===== src/lce_pkg.sv =====
// Shared widths, codes and control bundles of the LRU cache with expiry.
`timescale 1ns / 1ps

package lce_pkg;

  // Fixed port widths.
  localparam int unsigned KEY_IN_W   = 32;
  localparam int unsigned VALUE_IN_W = 64;
  localparam int unsigned TTL_W      = 32;
  localparam int unsigned TIME_W     = 40;
  localparam int unsigned EXP_W      = 41;
  localparam int unsigned STATUS_W   = 3;
  localparam int unsigned CFG_W      = 5;

  // Transaction kinds.
  localparam logic ACT_GET = 1'b0;
  localparam logic ACT_PUT = 1'b1;

  // Result codes.
  localparam logic [STATUS_W-1:0] ST_MISS         = 3'd0;
  localparam logic [STATUS_W-1:0] ST_HIT          = 3'd1;
  localparam logic [STATUS_W-1:0] ST_EXPIRED      = 3'd2;
  localparam logic [STATUS_W-1:0] ST_STORED       = 3'd3;
  localparam logic [STATUS_W-1:0] ST_STORED_EVICT = 3'd4;

  // Control part of the packet that travels down the cell row.
  typedef struct packed {
    logic active;    // packet present at this hop
    logic shifting;  // cells still take the carry and pass their own entry on
    logic found;     // the carry holds the entry that matched the key
  } pkt_ctrl_t;

  // Per-cell commands of the finishing cycle.
  typedef struct packed {
    logic load;  // take the entry offered on the load inputs
    logic kill;  // drop the entry held
  } fin_ctrl_t;

endpackage


===== src/lce_cell.sv =====
// One cache slot of the recency-ordered cell row, with its packet hop register.
`timescale 1ns / 1ps

module lce_cell #(
  parameter int unsigned KEY_W = 32,
  parameter int unsigned VAL_W = 64
) (
  input  logic                      clk_i,
  input  logic                      rst_ni,
  input  logic [KEY_W-1:0]          lookup_key_i,
  input  lce_pkg::pkt_ctrl_t        ctrl_i,
  input  logic                      c_valid_i,
  input  logic [KEY_W-1:0]          c_key_i,
  input  logic [VAL_W-1:0]          c_value_i,
  input  logic [lce_pkg::EXP_W-1:0] c_expiry_i,
  input  lce_pkg::fin_ctrl_t        fin_i,
  input  logic                      ld_valid_i,
  input  logic [KEY_W-1:0]          ld_key_i,
  input  logic [VAL_W-1:0]          ld_value_i,
  input  logic [lce_pkg::EXP_W-1:0] ld_expiry_i,
  output lce_pkg::pkt_ctrl_t        ctrl_o,
  output logic                      c_valid_o,
  output logic [KEY_W-1:0]          c_key_o,
  output logic [VAL_W-1:0]          c_value_o,
  output logic [lce_pkg::EXP_W-1:0] c_expiry_o,
  output logic                      ent_valid_o,
  output logic [KEY_W-1:0]          ent_key_o,
  output logic [VAL_W-1:0]          ent_value_o,
  output logic [lce_pkg::EXP_W-1:0] ent_expiry_o
);

  logic                      v_q, v_d;
  logic [KEY_W-1:0]          k_q;
  logic [VAL_W-1:0]          val_q;
  logic [lce_pkg::EXP_W-1:0] exp_q;
  lce_pkg::pkt_ctrl_t        octrl_q, octrl_d;
  logic                      ocv_q, ocv_d;
  logic [KEY_W-1:0]          ok_q;
  logic [VAL_W-1:0]          oval_q;
  logic [lce_pkg::EXP_W-1:0] oexp_q;
  logic                      scan;
  logic                      hit;

  assign scan = ctrl_i.active && ctrl_i.shifting;
  assign hit  = v_q && (k_q == lookup_key_i);

  always_comb begin
    v_d            = v_q;
    octrl_d        = octrl_q;
    ocv_d          = ocv_q;
    octrl_d.active = ctrl_i.active;
    if (scan) begin
      // Take the carry, hand our own entry on; stop at a match or at the end of the list.
      v_d              = c_valid_i;
      octrl_d.shifting = v_q && !hit;
      octrl_d.found    = hit;
      ocv_d            = v_q;
    end else if (ctrl_i.active) begin
      octrl_d = ctrl_i;
      ocv_d   = c_valid_i;
    end else if (fin_i.load) begin
      v_d = ld_valid_i;
    end else if (fin_i.kill) begin
      v_d = 1'b0;
    end
  end

  always_ff @(posedge clk_i or negedge rst_ni) begin
    if (!rst_ni) begin
      v_q     <= 1'b0;
      octrl_q <= '0;
      ocv_q   <= 1'b0;
    end else begin
      v_q     <= v_d;
      octrl_q <= octrl_d;
      ocv_q   <= ocv_d;
    end
  end

  always_ff @(posedge clk_i) begin
    if (scan) begin
      k_q    <= c_key_i;
      val_q  <= c_value_i;
      exp_q  <= c_expiry_i;
      ok_q   <= k_q;
      oval_q <= val_q;
      oexp_q <= exp_q;
    end else if (ctrl_i.active) begin
      ok_q   <= c_key_i;
      oval_q <= c_value_i;
      oexp_q <= c_expiry_i;
    end else if (fin_i.load) begin
      k_q   <= ld_key_i;
      val_q <= ld_value_i;
      exp_q <= ld_expiry_i;
    end
  end

  assign ctrl_o       = octrl_q;
  assign c_valid_o    = ocv_q;
  assign c_key_o      = ok_q;
  assign c_value_o    = oval_q;
  assign c_expiry_o   = oexp_q;
  assign ent_valid_o  = v_q;
  assign ent_key_o    = k_q;
  assign ent_value_o  = val_q;
  assign ent_expiry_o = exp_q;

endmodule


===== config.mk =====
export PLATFORM = sky130hd
export DESIGN_NAME = lce_cell
export DESIGN_NICKNAME = d
export VERILOG_FILES = /design/src/lce_pkg.sv /design/src/lce_cell.sv
export SDC_FILE = /design/constraint.sdc
export NUM_CORES = 1
export LEC_CHECK = 0
export BUFFER_PORTS_ARGS = -buffer_cell sky130_fd_sc_hd__buf_2
export CORE_AREA = 2 2 233 235
export CTS_CLUSTER_DIAMETER = 40
export DETAILED_ROUTE_END_ITERATION = 6
export DIE_AREA = 0 0 235 237
export PLACE_DENSITY = 0.45
export SLEW_MARGIN = 20
export SYNTH_ARGS = -nofsm -noshare
export SYNTH_HDL_FRONTEND = slang
export SYNTH_SLANG_ARGS = --single-unit

===== constraint.sdc =====
create_clock -name clk_i -period 2.1 [get_ports clk_i]
set_input_delay 0.42 -clock clk_i [delete_from_list [all_inputs] [get_ports clk_i]]
set_output_delay 0.42 -clock clk_i [all_outputs]
set_load 0.02 [all_outputs]

* After elaboration in Yosys (flattened, before gate mapping) *
Index checks and enable logic that the tools add are counted.

cells by class
  shift operators = 0
  $mul = 0
  reductions and logical operators = 9
  bitwise gates (word level) = 0
  equality and inequality tests = 2
  add/sub/neg operators = 0
  $lt $le $gt $ge = 0
  muxes and demuxes = 24
  divide/modulo/power cells = 0

operator list
  kind                                           count
  2-to-1 mux 64 bit                              5
  2-to-1 mux 41 bit                              5
  2-to-1 mux 32 bit                              5
  == test 32 bit                                 1
  2-to-1 mux 1 bit                               7
  AND reduction 2 bit                            2
  nonzero test 2 bit                             2
  logical AND 1 bit                              3
  2-to-1 mux 3 bit                               1
  nonzero test 3 bit                             1
  2-to-1 mux 2 bit                               1
  != test 2 x 1 -> 1 bit, second input constant  1
  logical NOT 1 bit                              1

word-level totals
  word-level logic and storage cells = 46
  memory bits (read-only) = 0
  bits in latches = 0
  flip-flop bits (word level) = 279
  input bits = 315
  output and inout port bits = 279
  memories = 0
  bits in writable memories = 0

* Logic depth before layout (Yosys ltp) *
Gate-level depths: netlist (run 1).

  depth after elaboration = 5
  mapped depth = 5
  depth with buffers taken out = 5

* Worst setup path before layout (run 1) *
OpenSTA, ideal clock, no wires.

  path kind = in2reg
  start point = input port ctrl_i[2] in the netlist's numbering
  end point = register exp_q (netlist bit ent_expiry_o[0]), enable pin
  required time = 1,278 ps
  cell stages on the path = 2
  data arrival time = 10,214 ps
  setup time = 822 ps
  path buffers = 1
  path slack = -8,936 ps
  cell sequence = clkbuf_1 -> o21ai_0

on the way
  cells in the longest elaborated chain, start to end = 3
  elaborated cells between the ends (all ways) = 4
  those cells by class = eq/ne (1); reduce/logical (3)

RTL lines
  what                                                                                  line            source
  start: declaration                                                                    lce_cell.sv:11  input lce_pkg::pkt_ctrl_t ctrl_i,
  logical AND 1 bit                                                                     lce_cell.sv:44  assign scan = ctrl_i.active && ctrl_i.shifting;
  != test 2 x 1 -> 1 bit (no source line) / nonzero test 2 bit (equally long branches)  n/a
  AND reduction 2 bit (no source line) *                                                n/a
  end signal: assignment                                                                lce_cell.sv:84  exp_q <= c_expiry_i;
  end signal: assignment                                                                lce_cell.sv:95  exp_q <= ld_expiry_i;
  end: declaration                                                                      lce_cell.sv:35  logic [lce_pkg::EXP_W-1:0] exp_q;

Every way passes the cells marked *; elsewhere a longest branch is shown, timed or not.
A chain may end at the register's enable or synchronous reset.

* Worst setup path after layout (run 1) *
  start point = register k_q[4], in the netlist ent_key_o[4]
  end point = register octrl_q (netlist bit ctrl_o[0])

on the way
  cells in the longest elaborated chain, start to end = 3

RTL lines
  what                      line            source
  start: declaration        lce_cell.sv:33  logic [KEY_W-1:0] k_q;
  start signal: assignment  lce_cell.sv:82  k_q <= c_key_i;
  start signal: assignment  lce_cell.sv:93  k_q <= ld_key_i;
  == test 32 bit            lce_cell.sv:45  assign hit = v_q && (k_q == lookup_key_i);
  logical AND 1 bit         lce_cell.sv:45
  2-to-1 mux 2 bit          lce_cell.sv:52  if (scan) begin
  end signal: assignment    lce_cell.sv:75  octrl_q <= octrl_d;
  end: declaration          lce_cell.sv:36  lce_pkg::pkt_ctrl_t octrl_q, octrl_d;

No other way between the ends.

==> results of run 1 <==
## report_power, final
group | leakage [nW] | internal [mW] | total (mW) | switching (mW)
Combinational | 5.21 | 1.37 | 2.94 | 1.57
Clock | 0.854 | 5.51 | 8.48 | 2.97
Sequential | 2.73 | 6.79 | 7.07 | 0.281
## metrics by stage
| step | hold slack, ns | cells |
|---|---|---|
| 2_1_floorplan | 0.124 | 645 |
| 3_3_place_gp | 0.248 | 1950 |
| 3_5_place_dp | 0.251 | 1950 |
| 4_1_cts | 0.0721 | 2050 |
| 5_1_grt | 0.0935 | 2057 |
| 6_report | 0.129 | 2058 |
## placed cells by master (no fill, tap or decap), types with 2 or more instances in the layout
cell type and count:
clkinvlp_4 7, xor2_1 29, buf_4 35, inv_1 2, nor4_4 3, clkinv_2 9, dfrtp_1 5, buf_2 592
a21oi_1 2, inv_6 3, edfxtp_1 274, bufinv_16 7, clkinv_1 6, mux2_4 249, nand4_1 2, clkinv_4 5
buf_12 17, mux2i_1 2, diode_2 5, o2bb2ai_1 2, mux2_2 25, clkinv_8 2, xor2_2 3, clkbuf_16 53
nor4_2 4, clkbuf_1 7
## per-layer routing
metal	track usage [%]	vias to the layer above	wire, um
li1	-	3901	-
met1	16.2	4092	16000
met2	24.4	346	21000
met3	4.64	59	3090
met4	4.95	6	834
met5	0	-	39
## flip-flops by register name (all words and copies together) (netlist names)
| register | cells |
|---|---|
| ctrl_o | 3 |
| c_valid_o | 1 |
| c_key_o | 32 |
| ent_valid_o | 1 |
| ent_value_o | 64 |
| c_expiry_o | 41 |
| c_value_o | 64 |
| ent_expiry_o | 41 |
| ent_key_o | 32 |
## worst max-delay path by stage
stage / from / end / slack (ns)
global route: ent_key_o[2] / ctrl_o[0] / -0.009
finish: ent_key_o[4] / ctrl_o[0] / 0.16
floorplan: ctrl_i[2] / ent_expiry_o[0] / -1.12
CTS: ent_key_o[10] / ctrl_o[0] / 0.002
global placement: ent_key_o[26] / ctrl_o[0] / -0.48
detailed placement: ent_key_o[26] / ctrl_o[0] / -0.45
## layout make-up
type                            count  area, um2  share of cell area, %
Sequential cell                   279       8350                   43.5
Multi-Input combinational cell    331       4580                   23.9
Timing Repair Buffer              646       3590                   18.7
Clock buffer                       60       1350                   7.04
Tap cell                          696        871                   4.54
Clock inverter                     39        433                   2.25
Antenna cell                        5       12.5                 0.0652
Inverter                            2       7.51                 0.0391
## critical path, cell delays in order, from the launching register on
cell	delay (ns)
edfxtp_1	0.51
xor2_2	0.22
nor4_4	0.36
buf_4	0.18
nand4_1	0.12
nor2_2	0.20
buf_4	0.14
a41o_1	0.14
## cell families (layout without fill, tap and decap cells)
logic type                count (synthesis)  count (layout)  synth area share [%]
and+or+nand+nor                          16              16                 0.703
buffers and inverters                    35             747                  2.64
xor gates and xnor gates                 32              32                  2.13
muxes                                   276             276                  30.7
DFF                                     279             279                  63.5
AOI/OAI and AO/OA                         7               7                 0.380
other                                     0               5                     0
## timing repair
item | in CTS | in global routing
cloned | 0 | 0
setup buffers | 0 | 3
gates resized for setup | 10 | 4
setup endpoints to repair | 2 | 1
hold buffers | 1 | 0
pin swaps | 0 | 8
endpoints found under the hold margin | 5 | 0
==> flow_summary.toml, run 1 <==
[run_status]
outcome = "complete, no violations"

[drt]
routed_wl_um = 41000
via_count = 8404
drtIter0Drc = 350
ant_nets = 0
post_drt_wl_per_cell_um = 19.9
drc_errors = 0
vias_per_cell = 4.08
firstDrtPassIters = 4

[timing]
setup_viol = 0
finalSetupTns_ns = 0
fin_skew_ns = 0.0131
slew_headroom_pct = 27.9
max_freq_mhz = 516
drv_slew = 0
finalCritPeriodShare_pct = 92.3
tightest_slew_ns = 1.08
grt_setup_unrepaired = "yes"
hold_viol = 0
setup_ws_ns = 0.162
period_minus_slack_ns = 1.94

[synthesis]
yosysTopAreaCell = "edfxtp_1"
synth_cells = 645
ys_top_cells_by_area = "edfxtp_1 (63%), mux2_4 (28%), buf_6 (2.4%)"
syn-cell-area_mm2 = 0.0132
synth_seq_area_share_pct = 63.5
yosysWarnings = 0
synth_area_per_cell_um2 = 20.4
synth_edf_count = 274
syn_nets = 960
ys_types = 23
netlist.area_leader.share_pct = 62.5
netlist_top_cells_count = "edfxtp_1 (274), mux2_4 (249), xor2_1 (32)"
yosysMostFrequentCell = "edfxtp_1"
ys.flop_type = "edfxtp_1"
ys_ff_latch = 279
async_flop_share_pct = 1.79

[power]
ir_worst_vdd_uv = 598
power_mw = 18.5
power.density_mw_per_mm2 = 963
p_leak_nw = 8.79

[cells_and_area]
final_nets = 1628
final_area_mm2 = 0.0192
fillers = 5160
drive_gt1_share_pct = 75.0
area_delta_synth_final_pct = 45.9
utilization_pct = 36.0

[clock_tree]
h-tree-depth = 2
cts.clk_slew.worst_paths_ns = 0.05
cts_tree = "built"
clockRootBuffer = "clkbuf_16"
clock_latency_ns = 0.57
cts_made_buffers = 53
clockBufferDepth = 3
cts_num_sinks = 279

[floorplanning]
ios = 594
core-area_mm2 = 0.0533
die_w_um = 235
die_area_mm2 = 0.0557
num_rows = 85
die_h_um = 237
start_util_pct = 24.7

[global_routing]
grt_max_degree = 139
grt_overflow = 0
antenna_found_initial = 8
grt_pass1_vias = 9094
grt_use_total_pct = 14.1
grt_pass1_wl_um = 59000

[min_path]
min_path_type = "input port to flip-flop"
whs_path_depth = 2
worstHoldStart = "ctrl_i[2]"
holdPathEnd = "c_valid_o"

[setup_path]
cp.arrival_ns = 2.44
r2r-start = "ent_key_o[4]"
critical_path_class = "flip-flop to flip-flop"
end_kind = "flip-flop"
cp.required_ns = 2.60
crit_fanout = 3
reg2reg_depth = 7
rr_endpoint = "ctrl_o[0]"
start_kind = "flip-flop"
r2r_setup_slack_ns = 0.16

[placed_design]
port-buffer-count = 593
hpwlAfterDp_um = 31200
gp_congestion = 0.821
place_ws_ns = -0.449
placed_cell_area_mm2 = 0.0173

[flow_run]
drv_cap = 0
Note: power is estimated with default switching activity, not from simulation.
==> run 2: changes to the inputs <==
CORE_AREA = 2 2 232 234   (was 2 2 233 235)
DIE_AREA = 0 0 234 236   (was 0 0 235 237)
REMOVE_ABC_BUFFERS = 1   (was default)
==> run 2 against run 1 <==
Setup slack better by 0.011 ns; sequential cell count stayed put; maximum frequency is 0.56% higher; register-to-register slack hardly changed; worst hold slack better by 0.0028 ns; sequential share of layout area is 0.27 points higher.
==> flow_summary.toml, run 2 (same netlist as run 1, synthesis figures left out) <==
[clock_tree]
cts_made_buffers = 55
cts_tree = "built"
clockRootBuffer = "clkbuf_16"
cts.clk_slew.worst_paths_ns = 0.05
clock_latency_ns = 0.58
clockBufferDepth = 3
cts_setup_buffers = 0
h-tree-depth = 2
cts_num_sinks = 279

[cells_and_area]
utilization_pct = 36.0
fillers = 5187
area_delta_synth_final_pct = 44.9
final-instance-count-excl-fill = 2043
mostFrequentLayoutCell = "buf_2"
drive_gt1_share_pct = 74.3
final_nets = 1613
final_cell_mix = "buf_2 (592), edfxtp_1 (274), mux2_4 (249)"

[timing]
grt_setup_unrepaired = "no"
max_freq_mhz = 519
period_minus_slack_ns = 1.93
fin_skew_ns = 0.0162
slew_headroom_pct = 65.0
finalCritPeriodShare_pct = 91.8
setup_viol = 0
drv_slew = 0
tightest_slew_ns = 0.526
timing.hold.ws_ns = 0.132
hold_viol = 0

[setup_path]
reg2reg_depth = 6
crit_family = "simple AND/OR/NAND/NOR gates"
cpMaxStageDelayCell = "edfxtp_1"
critical_path_class = "flip-flop to flip-flop"
cp_cell_sequence = "xor2_1, nor4_2, buf_4, nand4_1, nor2_1, a41o_1"
cp_slowest_stage_delay_ns = 0.49
end_kind = "flip-flop"
crit_fanout = 3
worst-path-buf-inv = 1
cp.required_ns = 2.61
critical_path_depth = 6
start_kind = "flip-flop"
cp.arrival_ns = 2.44

[global_routing]
grt_overflow = 0
grt_max_degree = 74
grt_pass1_vias = 8722
grt_pass1_wl_um = 57800
antenna_found_initial = 8
grt_use_total_pct = 14.3

[drt]
drtIter0Drc = 326
post_drt_wl_per_cell_um = 20.2
firstDrtPassIters = 4
routed_wl_um = 41300
vias_per_cell = 4.12
ant_nets = 0
drc_errors = 0
via_count = 8427

[placed_design]
dp_cells = 1936
gp_congestion = 0.842
hpwlAfterDp_um = 31700
port-buffer-count = 593

[floorplanning]
num_rows = 85
die_area_mm2 = 0.0552
core-area_mm2 = 0.0531
die_w_um = 234
ios = 594
die_h_um = 236
start_util_pct = 24.8

[power]
p_leak_nw = 8.77
power.density_mw_per_mm2 = 985
ir_worst_vdd_uv = 570
power_mw = 18.8

[run_status]
outcome = "complete, no violations"

[min_path]
min_path_type = "input port to flip-flop"
whs_path_depth = 2

[flow_run]
drv_cap = 0
[run 2: cell count changes in the layout (fill, tap and decap cells not counted), moves of 2 or more]
| cell | previous run | this run |
|---|---|---|
| buf_4 | 35 | 18 |
| clkinv_2 | 9 | 14 |
| nor4_1 | 1 | 6 |
| clkinvlp_4 | 7 | 3 |
| clkbuf_1 | 7 | 4 |
| clkbuf_16 | 53 | 56 |
| diode_2 | 5 | 2 |
| inv_6 | 3 | 6 |
| nor4_2 | 4 | 1 |
| xor2_1 | 29 | 32 |
| xor2_2 | 3 | 0 |
| nor4_4 | 3 | 1 |
[run 2: layout make-up]
cell class,instances,area (um2),area share [%]
flip-flops and latches,279,8350,43.8
multi-input cells,331,4510,23.6
repair buffers,629,3460,18.1
well taps,696,871,4.56
inverters,2,7.51,0.0393
clock buffers,60,1420,7.42
diodes,2,5.00,0.0262
clock inverters,44,458,2.40
[run 2: final timing paths]
check	from	end	slack (ns)
worst min-delay path	ld_value_i[12]	ent_value_o[12]	0.13
worst max-delay path	ent_key_o[2]	ctrl_o[0]	0.17
worst max register to register	ent_key_o[2]	ctrl_o[0]	0.17
max in group asynchronous	rst_ni	ent_valid_o	1.75
worst min register to register	ctrl_o[1]	ctrl_o[1]	0.54
min in group asynchronous	rst_ni	c_valid_o	0.19
[run 2: per-layer routing]
layer	global-route usage (%)	vias up	wire [um]
met5	0	-	82
met4	4.68	12	1090
met3	5.63	80	3820
met2	25.0	367	21000
met1	15.6	4092	15400
li1	-	3876	-
[run 2: timing repair]
action,CTS,global route
gates resized for setup,3,0
setup endpoints to repair,2,0
hold buffers,1,0
endpoints found under the hold margin,5,0
[run 2: worst register-to-register path, cell delays in order (launching register included)]
cell	delay, ns
edfxtp_1	0.49
xor2_1	0.21
nor4_2	0.35
buf_4	0.18
nand4_1	0.21
nor2_1	0.22
a41o_1	0.19
[run 2: through the flow]
step                      setup slack, ns  cell area, um2  setup TNS (ns)
after floorplan                    -21.91           12800        -4132.46
after global placement             -0.306           17200          -0.589
after detailed placement           -0.313           17200          -0.582
after CTS                          0.0339           19100               0
after global routing               0.0226           19100               0
final                               0.173           19100               0
[run 2: power breakdown]
group / leakage [nW] / internal [mW] / switching (mW)
registers: 2.73 / 6.79 / 0.268
logic: 5.12 / 1.33 / 1.57
clock network: 0.923 / 5.75 / 3.09
==> run 3: changes to the inputs <==
ABC_AREA = 1   (was default)
PLACE_DENSITY = default   (was 0.45)
==> run 3 against run 2 <==
Synthesized cell count rose by 98%; via count increased by 30%; clock power decreased by 8.4%; total power down 5.5%; sequential power about the same; critical path depth down 5; worst hold slack lost 0.0011 ns; clock skew shrank 0.0044 ns; maximum frequency up 13%; register-to-register slack better by 0.38 ns; critical path type is now flip-flop to output pin; largest cell class unchanged; largest power group unchanged.
==> flow_summary.toml, run 3 <==
[run_status]
outcome = "complete, no violations"

[cells_and_area]
final_cell_mix = "nand2_1 (844), buf_2 (592), edfxtp_1 (274)"
mostFrequentLayoutCell = "nand2_1"
utilization_pct = 33.9
final-instance-count-excl-fill = 2635
area_delta_synth_final_pct = 45.2
final_nets = 2213
drive_gt1_share_pct = 37.0

[timing]
max_freq_mhz = 587
finalCritPeriodShare_pct = 81.2
fin_skew_ns = 0.0118
timing.hold.ws_ns = 0.131
grt_setup_unrepaired = "no"
hold_viol = 0
slew_headroom_pct = 63.6
period_minus_slack_ns = 1.70
drv_slew = 0
setup_viol = 0
tightest_slew_ns = 0.546

[synthesis]
synth_xor_area_share_pct = 1.48
synth_top_family_by_area = "simple AND/OR/NAND/NOR gates"
ys_types = 16
synthAdderAreaFrac_pct = 0
yosysMostFrequentCell = "nand2_1"
async_flop_share_pct = 1.79
ys.flop_type = "edfxtp_1"
netlist_top_cells_count = "nand2_1 (845), edfxtp_1 (274), buf_2 (35)"
yosys.area_share.simple_pct = 26.1
synth.mux.area_fraction_pct = 0
ys_ff_latch = 279
synth_compound_area_share_pct = 0.979
yosysTopAreaCell = "edfxtp_1"
yosysWarnings = 0
synth_area_per_cell_um2 = 9.72
syn-cell-area_mm2 = 0.0124
ys_top_cells_by_area = "edfxtp_1 (66%), nand2_1 (26%), xnor2_1 (1.5%)"
synth_seq_area_share_pct = 67.4
synth_cells = 1276
synth_edf_count = 274
netlist.area_leader.share_pct = 66.4

[setup_path]
critical_path_class = "flip-flop to output pin"
crit_fanout = 3
cp_slowest_stage_delay_ns = 0.51
cp_cell_sequence = "buf_2"
end_kind = "output pin"
crit_family = "flip-flops"
cpMaxStageDelayCell = "edfxtp_1"
worst-path-buf-inv = 1
cp.arrival_ns = 1.28
cp.required_ns = 1.68
start_kind = "flip-flop"

[drt]
drtIter0Drc = 582
firstDrtPassIters = 4
ant_nets = 0
vias_per_cell = 4.16
routed_wl_um = 41100
via_count = 10968
post_drt_wl_per_cell_um = 15.6
drc_errors = 0

[floorplanning]
die_h_um = 236
die_w_um = 234
ios = 594
core-area_mm2 = 0.0531
num_rows = 85
die_area_mm2 = 0.0552
start_util_pct = 23.4

[global_routing]
grt_pass1_vias = 10847
antenna_found_initial = 8
grt_max_degree = 77
grt_use_total_pct = 14.0
grt_overflow = 0
grt_pass1_wl_um = 60200

[clock_tree]
clockRootBuffer = "clkbuf_16"
cts_tree = "built"
clockBufferDepth = 3
cts_made_buffers = 49
clock_latency_ns = 0.55
cts_num_sinks = 279
h-tree-depth = 2
cts_resized = 0
cts.clk_slew.worst_paths_ns = 0.06

[placed_design]
port-buffer-count = 593
gp_congestion = 0.892
hpwlAfterDp_um = 30800
dp_cells = 2542

[power]
ir_worst_vdd_uv = 555
p_leak_nw = 8.80
power.density_mw_per_mm2 = 987

[min_path]
min_path_type = "input port to flip-flop"

[flow_run]
drv_cap = 0
==> run 3: final cells by class <==
cell class | instances | area [um2]
Fill cell | 5523 | 35100
Antenna cell | 2 | 5.00
Tap cell | 696 | 871
Multi-Input combinational cell | 906 | 3560
Inverter | 30 | 120
Timing Repair Buffer | 632 | 3410
Clock buffer | 55 | 1280
Sequential cell | 279 | 8350
Clock inverter | 35 | 402
==> run 3: power breakdown <==
group	internal (mW)	switching, mW	total (mW)	leakage (nW)
combinational	0.901	1.70	2.60	5.26
clock	5.18	2.92	8.10	0.801
sequential	6.79	0.277	7.06	2.74
==> run 3: metrics by stage <==
step,TNS (ns),power (mW),setup slack [ns],instance area [um2]
4_1_cts,0,18.0,0.368,18000
2_1_floorplan,-1862.00,8.52,-5.63,12000
6_report,0,17.8,0.396,18000
5_1_grt,0,18.5,0.367,18000
3_5_place_dp,0,9.79,0.375,16300
3_3_place_gp,0,9.76,0.383,16300
==> run 3: worst min-delay path: cells and delay by family <==
| kind | cells | cell delay, ns |
|---|---|---|
| buffers and inverters | 1 | 0.07 |
| AND/OR/NAND/NOR | 2 | 0.09 |
==> run 3: final timing paths <==
kind                                   from         endpoint  slack [ns]  cells after the start
max reg2reg                    ent_key_o[2]        ctrl_o[1]        0.55                      8
min reg2reg                ent_expiry_o[20]   c_expiry_o[20]        0.53                      2
max in group asynchronous            rst_ni        ctrl_o[2]        1.68                      2
min                          ld_value_i[22]  ent_value_o[22]        0.13                      3
max                            ent_key_o[2]     ent_key_o[2]        0.40                      1
min in group asynchronous            rst_ni      ent_valid_o        0.27                      2
==> run 3: what timing repair did <==
action                                 4_1_cts  5_1_grt
setup buffers                                0        0
hold buffers                                 1        0
endpoints found under the hold margin        5        0
==> run 3: cells by family (layout without fill, tap and decap cells) <==
logic type,count (synthesis),after routing
simple gates,861,861
xor+xnor,21,21
other cells,0,2
buf+inv,91,752
compound gates,24,24
flops,279,279
==> run 3: per-layer routing <==
metal,global-route usage [%],part of all wire [%]
met2,24.0,48
met5,0,0.11
met3,5.16,11
met1,16.1,39
met4,4.79,2.7
